==> src/design/vslc_pkg.sv <==
// ----------------------------------------------------------------------------
// vslc_pkg: shared types and constants
// Codes, state types and the job record passed from the front to the back end.
// ----------------------------------------------------------------------------
package vslc_pkg;

    localparam logic [7:0] LEN_BYTE = 8'h0F;
    localparam logic [7:0] CODE_R   = 8'h72;
    localparam logic [7:0] CODE_V   = 8'h76;
    localparam logic [7:0] CODE_S   = 8'h73;
    localparam logic [7:0] CODE_F   = 8'h46;
    localparam logic [7:0] CODE_P   = 8'h50;
    localparam logic [7:0] CODE_I   = 8'h49;

    localparam logic [30:0] QUERY_DEFAULT   = 31'd1000000;
    localparam logic [30:0] RECHECK_DEFAULT = 31'd200000;
    localparam logic [30:0] SETTLE_DEFAULT  = 31'd300000;

    localparam int FIFO_DEPTH = 4;
    localparam int FIFO_AW    = 2;

    localparam logic [3:0] LAST_BEAT = 4'd15;

    typedef enum logic [1:0] {
        CMD_RX     = 2'd0,
        CMD_POLL   = 2'd1,
        CMD_COMMIT = 2'd2,
        CMD_PIT    = 2'd3
    } cmd_t;

    typedef enum logic [1:0] {
        PH_LEN  = 2'd0,
        PH_CODE = 2'd1,
        PH_DATA = 2'd2
    } parse_t;

    typedef enum logic [1:0] {
        LINK_OFF   = 2'd0,
        LINK_ON    = 2'd1,
        LINK_SET   = 2'd2,
        LINK_CHECK = 2'd3
    } link_t;

    typedef enum logic [1:0] {
        PEND_NONE = 2'd0,
        PEND_R    = 2'd1,
        PEND_V    = 2'd2
    } pend_t;

    typedef enum logic [2:0] {
        REG_TARGET_FREQ  = 3'd0,
        REG_TARGET_POWER = 3'd1,
        REG_QUERY_IVL    = 3'd2,
        REG_RECHECK_IVL  = 3'd3,
        REG_SETTLE_DLY   = 3'd4
    } reg_idx_t;

    typedef struct packed {
        logic [15:0] target_freq;
        logic [15:0] target_power;
        logic [30:0] query_interval_us;
        logic [30:0] recheck_interval_us;
        logic [30:0] settle_delay_us;
    } cfg_t;

    typedef struct packed {
        logic        has_frame;
        logic [7:0]  code;
        logic [15:0] param;
        logic [1:0]  link_state;
        logic        accepted;
        logic [15:0] cur_freq;
        logic [15:0] cur_config_power;
        logic [15:0] cur_power;
        logic [7:0]  pit_state;
        logic [15:0] freq_min;
        logic [15:0] freq_max;
        logic [15:0] power_max;
    } job_t;

endpackage

==> src/design/vslc_front.sv <==
// ----------------------------------------------------------------------------
// vslc_front: command front end
// Runs the deframer and link state machine, one item per cycle while take is high, and emits a job.
// ----------------------------------------------------------------------------
module vslc_front
    import vslc_pkg::*;
(
    input  logic        clk,
    input  logic        rst_n,
    input  logic        take,
    input  logic [1:0]  command,
    input  logic [7:0]  rx_byte,
    input  logic [31:0] now_us,
    input  logic        pit_on,
    input  cfg_t        cfg,
    output job_t        job
);

    parse_t      phase_reg, phase_next;
    logic [4:0]  pos_reg, pos_next;
    logic [7:0]  sum_reg, sum_next;
    link_t       link_reg, link_next;
    pend_t       pend_reg, pend_next;
    logic [31:0] lqt_reg, lqt_next;
    logic [15:0] fmin_reg, fmin_next, fmax_reg, fmax_next, pmax_reg, pmax_next;
    logic [15:0] freq_reg, freq_next, cpow_reg, cpow_next, pow_reg, pow_next;
    logic [7:0]  pit_reg, pit_next;
    logic [7:0]  store_reg [16];
    logic        store_we;

    logic [3:0]  idx;
    logic [15:0] w2;
    logic        ok;
    link_t       link_tmp;
    logic [30:0] ivl;
    logic [31:0] delta;
    logic        elapsed;

    assign idx   = pos_reg[3:0];
    assign w2    = {store_reg[3], store_reg[2]};
    // The final byte (index 15) must be zero; the running sum already holds bytes 1 to 13.
    assign ok    = (store_reg[14] == sum_reg) && (rx_byte == 8'h00);
    assign delta = now_us - lqt_reg;

    always_comb
    begin
        phase_next = phase_reg;
        pos_next   = pos_reg;
        sum_next   = sum_reg;
        link_next  = link_reg;
        pend_next  = pend_reg;
        lqt_next   = lqt_reg;
        fmin_next  = fmin_reg;
        fmax_next  = fmax_reg;
        pmax_next  = pmax_reg;
        freq_next  = freq_reg;
        cpow_next  = cpow_reg;
        pow_next   = pow_reg;
        pit_next   = pit_reg;
        store_we   = 1'b0;
        link_tmp   = link_reg;
        ivl        = cfg.query_interval_us;
        elapsed    = 1'b0;
        job        = '0;
        case (cmd_t'(command))
            CMD_RX:
            begin
                store_we = 1'b1;
                pos_next = pos_reg + 5'd1;
                if (idx == 4'd0)
                    sum_next = 8'h00;
                else if (idx inside {[4'd1:4'd13]})
                    sum_next = sum_reg + rx_byte;
                case (phase_reg)
                    PH_LEN:
                    begin
                        if (rx_byte == LEN_BYTE)
                            phase_next = PH_CODE;
                        else
                            pos_next = 5'd0;
                    end
                    PH_CODE:
                    begin
                        if (rx_byte == CODE_R || rx_byte == CODE_V || rx_byte == CODE_S)
                            phase_next = PH_DATA;
                        else
                        begin
                            phase_next = PH_LEN;
                            pos_next   = 5'd0;
                        end
                    end
                    PH_DATA:
                    begin
                        if (pos_next[4])
                        begin
                            phase_next = PH_LEN;
                            pos_next   = 5'd0;
                            if (ok && w2 != 16'd0)
                            begin
                                if (store_reg[1] == CODE_R)
                                begin
                                    fmin_next = w2;
                                    fmax_next = {store_reg[5], store_reg[4]};
                                    pmax_next = {store_reg[7], store_reg[6]};
                                    pend_next = PEND_R;
                                end
                                else if (store_reg[1] == CODE_V)
                                begin
                                    freq_next = w2;
                                    cpow_next = {store_reg[5], store_reg[4]};
                                    pit_next  = store_reg[7];
                                    pow_next  = {store_reg[9], store_reg[8]};
                                    pend_next = PEND_V;
                                end
                            end
                        end
                    end
                    default:
                    begin
                        phase_next = PH_LEN;
                        pos_next   = 5'd0;
                    end
                endcase
            end
            CMD_POLL:
            begin
                if (pend_reg == PEND_R && link_reg == LINK_OFF)
                    link_tmp = LINK_ON;
                else if (pend_reg == PEND_V && link_reg == LINK_CHECK)
                    link_tmp = LINK_SET;
                pend_next = PEND_NONE;
                link_next = link_tmp;
                if (link_tmp == LINK_CHECK)
                    ivl = cfg.recheck_interval_us;
                elapsed = !delta[31] && (delta[30:0] > ivl);
                case (link_tmp)
                    LINK_SET:
                    begin
                        if (cfg.target_freq != freq_reg)
                        begin
                            job.has_frame = 1'b1;
                            job.code      = CODE_F;
                            job.param     = cfg.target_freq;
                        end
                        else if (cfg.target_power != cpow_reg)
                        begin
                            job.has_frame = 1'b1;
                            job.code      = CODE_P;
                            job.param     = cfg.target_power;
                        end
                        if (job.has_frame)
                        begin
                            link_next = LINK_CHECK;
                            lqt_next  = now_us + {1'b0, cfg.settle_delay_us};
                        end
                        else
                            link_next = LINK_ON;
                    end
                    default:
                    begin
                        if (elapsed)
                        begin
                            job.has_frame = 1'b1;
                            job.code      = (link_tmp == LINK_OFF) ? CODE_R : CODE_V;
                            lqt_next      = now_us;
                            phase_next    = PH_LEN;
                            pos_next      = 5'd0;
                        end
                    end
                endcase
            end
            CMD_COMMIT:
            begin
                if (link_reg == LINK_ON)
                begin
                    link_next    = LINK_SET;
                    job.accepted = 1'b1;
                end
            end
            default:
            begin
                job.has_frame = 1'b1;
                job.code      = CODE_I;
                job.param     = {15'd0, !pit_on};
            end
        endcase
        job.link_state       = link_next;
        job.cur_freq         = freq_next;
        job.cur_config_power = cpow_next;
        job.cur_power        = pow_next;
        job.pit_state        = pit_next;
        job.freq_min         = fmin_next;
        job.freq_max         = fmax_next;
        job.power_max        = pmax_next;
    end

    always_ff @(posedge clk or negedge rst_n)
    begin
        if (!rst_n)
        begin
            phase_reg <= PH_LEN;
            pos_reg   <= 5'd0;
            sum_reg   <= 8'h00;
            link_reg  <= LINK_OFF;
            pend_reg  <= PEND_NONE;
            lqt_reg   <= 32'd0;
            fmin_reg  <= 16'd0;
            fmax_reg  <= 16'd0;
            pmax_reg  <= 16'd0;
            freq_reg  <= 16'd0;
            cpow_reg  <= 16'd0;
            pow_reg   <= 16'd0;
            pit_reg   <= 8'h00;
        end
        else if (take)
        begin
            phase_reg <= phase_next;
            pos_reg   <= pos_next;
            sum_reg   <= sum_next;
            link_reg  <= link_next;
            pend_reg  <= pend_next;
            lqt_reg   <= lqt_next;
            fmin_reg  <= fmin_next;
            fmax_reg  <= fmax_next;
            pmax_reg  <= pmax_next;
            freq_reg  <= freq_next;
            cpow_reg  <= cpow_next;
            pow_reg   <= pow_next;
            pit_reg   <= pit_next;
        end
    end

    always_ff @(posedge clk)
    begin
        if (take && store_we)
            store_reg[idx] <= rx_byte;
    end

endmodule

==> src/design/vslc_fifo.sv <==
// ----------------------------------------------------------------------------
// vslc_fifo: job queue
// Small first-in first-out buffer that decouples the front end from the back end.
// ----------------------------------------------------------------------------
module vslc_fifo
    import vslc_pkg::*;
(
    input  logic clk,
    input  logic rst_n,
    input  logic push,
    input  job_t wr_job,
    output logic full,
    input  logic pop,
    output logic empty,
    output job_t rd_job
);

    job_t                 mem [FIFO_DEPTH];
    logic [FIFO_AW-1:0]   wp_reg, rp_reg;
    logic [FIFO_AW:0]     cnt_reg;

    assign full   = (cnt_reg == (FIFO_AW+1)'(FIFO_DEPTH));
    assign empty  = (cnt_reg == '0);
    assign rd_job = mem[rp_reg];

    always_ff @(posedge clk)
    begin
        if (push)
            mem[wp_reg] <= wr_job;
    end

    always_ff @(posedge clk or negedge rst_n)
    begin
        if (!rst_n)
        begin
            wp_reg  <= '0;
            rp_reg  <= '0;
            cnt_reg <= '0;
        end
        else
        begin
            if (push)
                wp_reg <= wp_reg + 1'b1;
            if (pop)
                rp_reg <= rp_reg + 1'b1;
            if (push && !pop)
                cnt_reg <= cnt_reg + 1'b1;
            else if (pop && !push)
                cnt_reg <= cnt_reg - 1'b1;
        end
    end

endmodule

==> src/design/vslc_back.sv <==
// ----------------------------------------------------------------------------
// vslc_back: result sequencer
// Turns each job into one status beat or a sixteen-beat request frame.
// ----------------------------------------------------------------------------
module vslc_back
    import vslc_pkg::*;
(
    input  logic        clk,
    input  logic        rst_n,
    input  logic        q_empty,
    input  job_t        q_job,
    output logic        q_pop,
    output logic        out_valid,
    input  logic        out_ready,
    output logic        has_tx,
    output logic [7:0]  tx_byte,
    output logic        tx_last,
    output job_t        cur
);

    job_t       job_reg;
    logic       valid_reg;
    logic [3:0] beat_reg;
    logic [7:0] csum;

    assign csum    = job_reg.code + job_reg.param[7:0] + job_reg.param[15:8];
    assign tx_last = !job_reg.has_frame || (beat_reg == LAST_BEAT);
    assign has_tx  = job_reg.has_frame;
    assign out_valid = valid_reg;
    assign cur     = job_reg;
    assign q_pop   = !q_empty && (!valid_reg || (out_ready && tx_last));

    always_comb
    begin
        tx_byte = 8'h00;
        if (job_reg.has_frame)
        begin
            case (beat_reg)
                4'd0:    tx_byte = LEN_BYTE;
                4'd1:    tx_byte = job_reg.code;
                4'd2:    tx_byte = job_reg.param[7:0];
                4'd3:    tx_byte = job_reg.param[15:8];
                4'd14:   tx_byte = csum;
                default: tx_byte = 8'h00;
            endcase
        end
    end

    always_ff @(posedge clk)
    begin
        if (q_pop)
            job_reg <= q_job;
    end

    always_ff @(posedge clk or negedge rst_n)
    begin
        if (!rst_n)
        begin
            valid_reg <= 1'b0;
            beat_reg  <= 4'd0;
        end
        else if (q_pop)
        begin
            valid_reg <= 1'b1;
            beat_reg  <= 4'd0;
        end
        else if (valid_reg && out_ready)
        begin
            if (tx_last)
                valid_reg <= 1'b0;
            else
                beat_reg <= beat_reg + 4'd1;
        end
    end

endmodule

==> src/design/vtx_serial_link_controller.sv <==
// ----------------------------------------------------------------------------
// vtx_serial_link_controller: serial video-transmitter link controller
// Deframes replies, tracks link state and sends 16-byte request frames.
// ----------------------------------------------------------------------------
// Path: an accepted item is written into the job queue and then loaded into the back
// end's job register, which drives its result beats; a busy output holds it queued.
// Throughput: one item per cycle while the job queue has room; an item that sends a
// frame occupies the output for sixteen beats, which sets the rate during frames.
// Reset: rst_n clears the link, deframer, status and range registers and the queue,
// and loads the interval registers with their defaults.
module vtx_serial_link_controller
    import vslc_pkg::*;
(
    input  logic        clk,
    input  logic        rst_n,
    input  logic        in_valid,
    output logic        in_ready,
    input  logic [1:0]  command,
    input  logic [7:0]  rx_byte,
    input  logic [31:0] now_us,
    input  logic        pit_on,
    output logic        out_valid,
    input  logic        out_ready,
    output logic        has_tx,
    output logic [7:0]  tx_byte,
    output logic        tx_last,
    output logic [1:0]  link_state,
    output logic        commit_accepted,
    output logic [15:0] cur_freq,
    output logic [15:0] cur_config_power,
    output logic [15:0] cur_power,
    output logic [7:0]  pit_state,
    output logic [15:0] freq_min,
    output logic [15:0] freq_max,
    output logic [15:0] power_max,
    input  logic        psel,
    input  logic        penable,
    input  logic        pwrite,
    input  logic [4:0]  paddr,
    input  logic [31:0] pwdata,
    output logic [31:0] prdata,
    output logic        pready
);

    // Configuration registers. The register index is the word address paddr[4:2].
    cfg_t       cfg_reg;
    logic       wr_en;
    reg_idx_t   ridx;

    job_t       fjob;
    job_t       qjob;
    job_t       cur;
    logic       q_full;
    logic       q_empty;
    logic       q_pop;
    logic       take;

    assign pready = 1'b1;
    assign wr_en  = psel && penable && pwrite;
    assign ridx   = reg_idx_t'(paddr[4:2]);

    always_ff @(posedge clk or negedge rst_n)
    begin
        if (!rst_n)
        begin
            cfg_reg.target_freq         <= 16'd0;
            cfg_reg.target_power        <= 16'd0;
            cfg_reg.query_interval_us   <= QUERY_DEFAULT;
            cfg_reg.recheck_interval_us <= RECHECK_DEFAULT;
            cfg_reg.settle_delay_us     <= SETTLE_DEFAULT;
        end
        else if (wr_en)
        begin
            case (ridx)
                REG_TARGET_FREQ:  cfg_reg.target_freq         <= pwdata[15:0];
                REG_TARGET_POWER: cfg_reg.target_power        <= pwdata[15:0];
                REG_QUERY_IVL:    cfg_reg.query_interval_us   <= pwdata[30:0];
                REG_RECHECK_IVL:  cfg_reg.recheck_interval_us <= pwdata[30:0];
                REG_SETTLE_DLY:   cfg_reg.settle_delay_us     <= pwdata[30:0];
                default:          ;
            endcase
        end
    end

    always_comb
    begin
        case (ridx)
            REG_TARGET_FREQ:  prdata = {16'd0, cfg_reg.target_freq};
            REG_TARGET_POWER: prdata = {16'd0, cfg_reg.target_power};
            REG_QUERY_IVL:    prdata = {1'b0, cfg_reg.query_interval_us};
            REG_RECHECK_IVL:  prdata = {1'b0, cfg_reg.recheck_interval_us};
            REG_SETTLE_DLY:   prdata = {1'b0, cfg_reg.settle_delay_us};
            default:          prdata = 32'd0;
        endcase
    end

    // The front end takes a beat whenever the queue has room, so a finished
    // result waiting at the output holds up the input side only once the queue is full.
    assign in_ready = !q_full;
    assign take     = in_valid && in_ready;

    vslc_front u_front (
        .clk     (clk),
        .rst_n   (rst_n),
        .take    (take),
        .command (command),
        .rx_byte (rx_byte),
        .now_us  (now_us),
        .pit_on  (pit_on),
        .cfg     (cfg_reg),
        .job     (fjob)
    );

    vslc_fifo u_fifo (
        .clk    (clk),
        .rst_n  (rst_n),
        .push   (take),
        .wr_job (fjob),
        .full   (q_full),
        .pop    (q_pop),
        .empty  (q_empty),
        .rd_job (qjob)
    );

    vslc_back u_back (
        .clk       (clk),
        .rst_n     (rst_n),
        .q_empty   (q_empty),
        .q_job     (qjob),
        .q_pop     (q_pop),
        .out_valid (out_valid),
        .out_ready (out_ready),
        .has_tx    (has_tx),
        .tx_byte   (tx_byte),
        .tx_last   (tx_last),
        .cur       (cur)
    );

    // Status fields are the snapshot taken when the item was processed.
    assign link_state       = cur.link_state;
    assign commit_accepted  = cur.accepted;
    assign cur_freq         = cur.cur_freq;
    assign cur_config_power = cur.cur_config_power;
    assign cur_power        = cur.cur_power;
    assign pit_state        = cur.pit_state;
    assign freq_min         = cur.freq_min;
    assign freq_max         = cur.freq_max;
    assign power_max        = cur.power_max;

endmodule

==> config.mk <==
export PLATFORM = sky130hd
export DESIGN_NAME = vtx_serial_link_controller
export DESIGN_NICKNAME = d
export VERILOG_FILES = /design/src/design/vslc_pkg.sv /design/src/design/vslc_front.sv /design/src/design/vslc_fifo.sv /design/src/design/vslc_back.sv /design/src/design/vtx_serial_link_controller.sv
export SDC_FILE = /design/constraint.sdc
export NUM_CORES = 1
export LEC_CHECK = 0
export ABC_AREA = 1
export BUFFER_PORTS_ARGS = -buffer_cell sky130_fd_sc_hd__buf_2
export CORE_AREA = 2 2 283 285
export CTS_BUF_LIST = sky130_fd_sc_hd__clkbuf_16
export DETAILED_ROUTE_END_ITERATION = 16
export DIE_AREA = 0 0 285 287
export GPL_ROUTABILITY_DRIVEN = 0
export HOLD_SLACK_MARGIN = 0.03
export PLACE_DENSITY_LB_ADDON = 0.25
export REMOVE_ABC_BUFFERS = 1
export SETUP_SLACK_MARGIN = 0.2
export SLEW_MARGIN = 10
export SYNTH_ARGS = -nofsm -noshare
export SYNTH_HDL_FRONTEND = slang
export SYNTH_SLANG_ARGS = --single-unit
==> constraint.sdc <==
create_clock -name clk -period 9.1 [get_ports clk]
set_clock_uncertainty 0.1 [all_clocks]
set_input_delay 0.455 -clock clk [delete_from_list [all_inputs] [get_ports clk]]
set_output_delay 0.455 -clock clk [all_outputs]
set_load 0.01 [all_outputs]
; Yosys cells after proc, flatten, opt, wreduce, memory -nomap -nowiden
; Memories as Yosys holds them, arrays and structs flattened. A register that Yosys moved wholly into a read port is not among the register bits.
; Cells that the tools add are included.
[op_classes]
add_sub_neg = 11
n_mul = 0
div_mod_pow = 0
magnitude_cmp = 3
eq_ne = 39
shifts = 0
n_mux = 100
bitwise_logic = 0
reduce_logical = 56
[op_table]
columns = cell, n
row1 = $mux W16, 34
row2 = $pmux W31 S5, 1
row3 = $mux W25, 4
row4 = $mux W32, 3
row5 = $mux W8, 9
row6 = $mux W31, 2
row7 = $pmux W25 S2, 1
row8 = $eq A8 B7 Y1 const B, 5
row9 = $pmux W8 S5, 1
row10 = $add A32 B31 Y32, 1
row11 = $mux W2, 16
row12 = $ne A16 B16 Y1, 2
row13 = $sub A32 B32 Y32, 1
row14 = $gt A31 B31 Y1, 1
row15 = $add A8 B8 Y8, 3
row16 = $mux W5, 4
row17 = $mux W9, 2
row18 = $mux W4, 4
row19 = $reduce_bool A16 Y1, 1
row20 = $logic_and A1 B1 Y1, 15
row21 = $pmux W5 S3, 1
row22 = $reduce_and A2 Y1, 7
row23 = $eq A2 B2 Y1 const B, 6
row24 = $pmux W2 S2, 3
row25 = other kinds (35), 82
[word_totals]
reg_bits = 292
latchBits = 0
mem_bits_rw = 656
mem_bits_ro = 0
input_bits = 87
output_inout_bits = 152
n_memories = 2
[mem_list]
columns = memory, words, width, rd, rd_ports_with_merged_regs, wr, line
row1 = u_fifo.mem, 4, 132, 1, 1, 1, vslc_fifo.sv:18  ; job_t mem [FIFO_DEPTH];
row2 = u_front.store_reg, 16, 8, 10, 0, 1, vslc_front.sv:28  ; logic [7:0] store_reg [16];

; Logic depth before layout (Yosys ltp)
[logic_depth]
word_depth = 13
mapped_depth = 30
depth_no_buf = 29

; Hierarchy
; A second synthesis with hierarchy kept.
[unflattened]
hier_cells = 5193
hier_area_um2 = 50318.3
[modules_own_cells]
columns = mod, n_inst, cells_per_inst, area_each_um2, seq_area_each_um2
row1 = vslc_fifo, 1, 1588, 21587.0, 16030.4
row2 = vslc_front, 1, 2583, 17870.9, 6281.0
row3 = vtx_serial_link_controller, 1, 711, 5778.0, 3154.3
row4 = vslc_back, 1, 311, 5082.4, 4088.9

; Worst setup path before layout
; No wires, ideal clock.
[synth_path]
kind = register -> register
from = register u_back.beat_reg[0]
to = register u_fifo.cnt_reg[1]
setup_time_ns = 0.125
arrival_time_ns = 8.181
t_required_ns = 8.875
path_slack_ns = 0.694
stages_incl_launch_ff = 11
period_less_slack_ns = 8.406
path_cell_list = dfrtp_1 -> ha_1 -> nand3_1 -> nand2_1 -> a21oi_1 -> nor2_1 -> inv_1 -> ha_1 -> inv_1 -> fa_1 -> mux2_2
[synth_between]
elab_chain_len = 8
elab_cells_between_ends = 10
cone_classes = 1 x eq/ne / 1 x mux / 8 x reduce/logical
[synth_lines]
columns = item, line
row1 = "start, declared", vslc_back.sv:23  ; logic [3:0] beat_reg;
row2 = "start signal, assigned", vslc_back.sv:72  ; beat_reg <= beat_reg + 4'd1;
row3 = $eq A4 B4 Y1 (*), vslc_back.sv:27  ; assign tx_last = !job_reg.has_frame || (beat_reg == LAST_BEAT);
row4 = $logic_or A1 B1 Y1 (*), vslc_back.sv:27
row5 = named net tx_last, vtx_serial_link_controller.sv:26  ; output logic tx_last,
row6 = $logic_and A1 B1 Y1 (*), vslc_back.sv:31  ; assign q_pop = !q_empty && (!valid_reg || (out_ready && tx_last));
row7 = $logic_or A1 B1 Y1 (*), vslc_back.sv:31
row8 = $logic_and A1 B1 Y1 (*), vslc_back.sv:31
row9 = named net q_pop, vtx_serial_link_controller.sv:55  ; logic q_pop;
row10 = $logic_not A1 Y1, vslc_fifo.sv:46  ; if (push && !pop)
row11 = $logic_and A1 B1 Y1, vslc_fifo.sv:46
row12 = $mux W3 / $reduce_bool A2 Y1 (equally long branches), --
row13 = "end signal, assigned", vslc_fifo.sv:47  ; cnt_reg <= cnt_reg + 1'b1;
row14 = "end signal, assigned", vslc_fifo.sv:49  ; cnt_reg <= cnt_reg - 1'b1;
row15 = "end, declared", vslc_fifo.sv:20  ; logic [FIFO_AW:0] cnt_reg;
; Mark *: on every way through the listed nets, which the timed path passes. The rest lies on a longest branch.
; A chain may end at the register's enable or synchronous reset.

; Worst setup path after layout
[layout_path]
from = register u_front.lqt_reg[2]
to = register u_front.lqt_reg[5]
[layout_between]
elab_chain_len = 5
elab_cells_between_ends = 6
cone_classes = 1 x add/sub / 1 x order compare / 4 x reduce/logical
[layout_lines]
columns = item, line
row1 = "start, declared", vslc_front.sv:24  ; logic [31:0] lqt_reg, lqt_next;
row2 = "start signal, assigned", vslc_front.sv:222  ; lqt_reg <= lqt_next;
row3 = $sub A32 B32 Y32 (*), vslc_front.sv:43  ; assign delta = now_us - lqt_reg;
row4 = $gt A31 B31 Y1 / $logic_not A1 Y1 (equally long branches), vslc_front.sv:135  ; elapsed = !delta[31] && (delta[30:0] > ivl);
row5 = $logic_and A1 B1 Y1 (*), vslc_front.sv:135
row6 = $reduce_bool A2 Y1 (no line) (*), --
row7 = $reduce_and A4 Y1 (no line) (*), --
; Mark *: on every way between the ends. The rest lies on a longest branch, timed or not.

==> run metrics <==
overall global routing resource usage=around 28%; Async SR Flop Fraction=between 20% and 30%; minimum clock period=~5.4 ns; DRC violation total after the first TritonRoute iteration=3,061; die area=slightly above 0.08 mm^2; Slew @ Worst Pin=1.23 ns; CTS root buffer=clkbuf_16; Synth Area per Inst=10.5 um^2; core area=between 0.07 and 0.08 mm^2; GR Overflow Total=0; worst skew pair latency=approximately 0.67 ns; synthesis warning total=0; CP endpoint kind=register; CP max stage cell=nand2_2; Die Wd=between 200 and 300 um; Final period util=roughly three fifths; nets=4,765; DR vias/cell=slightly below 6; post-DP HPWL=73,200 um; WS Path Type=reg -> reg; fin. max-slew vios=0; main combinational cell family by area after synthesis=simple AND/OR/NAND/NOR gates; post-synthesis simple-gate area fraction=roughly an eighth; H-tree depth=3; first-pass GRT wire length=about 180,000 um; clk buf depth=3; vias in the first global route=around 31,000; Synth top area share=between 40% and 50%; initial antenna violation count=10; P per Cell Area=342 mW/mm^2; largest net degree at the start of global routing=201; synth top area cells=edfxtp_1 (47%), dfrtp_1 (14%), nand2_1 (6.3%); peak supply drop=around 260 uV; setup_tns=0 ns; clock sinks=a little over 1,000; Hold Fails Final Rpt=0; Setup crit start kind=register; Peak Freq=roughly 0.19 GHz; sequential area share after synthesis=slightly above 60%; Synth Instances=4,454; CP arrival=a little under 6 ns; crit-path cells=inv_1, ha_1, a21oi_1, nand2_1, a21oi_1, inv_1, nand2_1, nand2_1, a21oi_1, nand3b_1, nand2_1, xor2_1, ha_1, nand2_1, nor2_1, nand2_1, nor2_1, nand2_1, a21oi_1, nand3_1, nand2_1, nand2_2, o21ai_0; RSZ-0062 raised after global routing=no; CP Max Fanout=45; post-synth top area cell=edfxtp_1; Via Count=about 33,000; Site Rows=between 100 and 150; CTS tree=built; min-delay src=now_us[4]; Post-CTS Resized=0; DRC viols=0; EDFF count, synth=~730; status=completed; IO Count=roughly 240; Area Growth Syn to Fin=10.3%; Compound-Gate Fraction of Synth Area=approximately an eighth; count of cell types in the netlist=55; final WL=about 120,000 um; max reg flops=516; WHS=around 0.067 ns; maxcap violations=0; final setup fails=0; cell area after synthesis=roughly 0.047 mm^2; adder-cell area share of the yosys netlist=3.80%; Initial Util=59.5%; most frequent cell after synthesis=nand2_1; worst r2r path cells=23; Routed wire per std cell=20.5 um; HP Class=in -> reg; final instance area=0.0516 mm^2; Slew headroom=between 15 and 20%; Worst R2R Start=u_front.lqt_reg[2]; Leakage Power=between 0.02 and 0.025 uW; number of buffers added for setup after CTS=0; Reg clk slew, reported paths=~0.070 ns; DIE HEIGHT=287 um; hold buffer count at CTS=16; Post-synth top cells=nand2_1 (787), edfxtp_1 (725), o21ai_0 (548), nor2_1 (529), inv_1 (341); slowest stage delay, CP=0.67 ns; DRT Pass-1 Iters=6; Required @ worst endpoint=between 9 and 10 ns; number of synthesized register bits=around 1,000; mux cell area share after synthesis=less than 1%; Synth Area in XOR/XNOR=under 10%; IO buf count=approximately 230; Crit. Startpoint=u_front.lqt_reg[2]; total power=roughly 18,000 uW; antenna violation net count after detailed routing=0; placed cell area=a little under 0.05 mm^2; share of cells above drive strength 1=around 13%; WHS Path Cells=3; TritonCTS buffer count=100; crit-path most repeated cell=nand2_1; Synth Flop Type=edfxtp_1
cells by family after synthesis:
| group | Yosys count |
|---|---|
| compound gates | 1005 |
| xor+xnor | 78 |
| fa+ha+maj | 135 |
| buf+inv | 641 |
| flops | 1017 |
| mux | 31 |
| other cells | 2 |
| simple gates | 1545 |
through the flow:
step           setup slack [ns]  utilization (%)  instances
2_1_floorplan            -0.497                -       4156
3_3_place_gp               3.56             61.1       5475
3_5_place_dp               3.51             61.1       5475
4_1_cts                    3.77             65.6       5681
5_1_grt                    3.23             65.6       5681
6_report                   3.70             65.6       5684
final timing paths:
kind                                       end  slack (ns)
min                         u_front.lqt_reg[4]        0.07
max reg2reg                 u_front.lqt_reg[5]        3.70
max in group asynchronous   u_back.beat_reg[0]        7.03
min reg2reg                u_front.lqt_reg[18]        0.37
max                         u_front.lqt_reg[5]        3.70
min in group asynchronous  u_front.pow_reg[13]        0.30
layout make-up:
class,instances,area [um^2]
flip-flops and latches,1017,29100
fillers,5940,27000
multi-input cells,2796,14900
clock buffers,100,2500
repair buffers,285,1620
well taps,1050,1310
inverters,343,1300
clock inverters,90,866
diodes,3,7.51
worst max-delay path: cells and delay by family, from the launching register on:
family / cells / cell delay, ns
AO/OA/AOI/OAI: 5 / 1.34
XOR/XNOR: 1 / 0.16
adder cells (fa/ha/maj): 2 / 0.61
buffers and inverters: 2 / 0.14
flip-flops: 1 / 0.35
AND/OR/NAND/NOR: 13 / 2.56
metal layers:
metal  GRT usage, %  wire, um  up-vias
li1               -         -    15400
met1           39.4     48400    15900
met2           45.6     54500     1425
met3           4.38      9630      207
met4           10.1      3820       10
met5              0        58        -
placed cells by master, fill, tap and decap left out, types with 121 or more instances in the layout:
cell / synthesis / layout
a21oi_1: 121 / 121
buf_2: 10 / 232
dfrtp_1: 271 / 269
edfxtp_1: 725 / 725
ha_1: 123 / 123
inv_1: 341 / 356
nand2_1: 787 / 783
nand3_1: 124 / 124
nor2_1: 529 / 522
o21ai_0: 548 / 548
o22ai_1: 132 / 132
power breakdown:
group | leakage (uW) | switching, uW | internal (uW)
clock | 0.00170 | 1790 | 2390
sequential | 0.0106 | 632 | 6870
combinational | 0.00857 | 4030 | 1910
total | 0.0209 | 6450 | 11200
No activity file was read; power rests on OpenSTA's default activity.
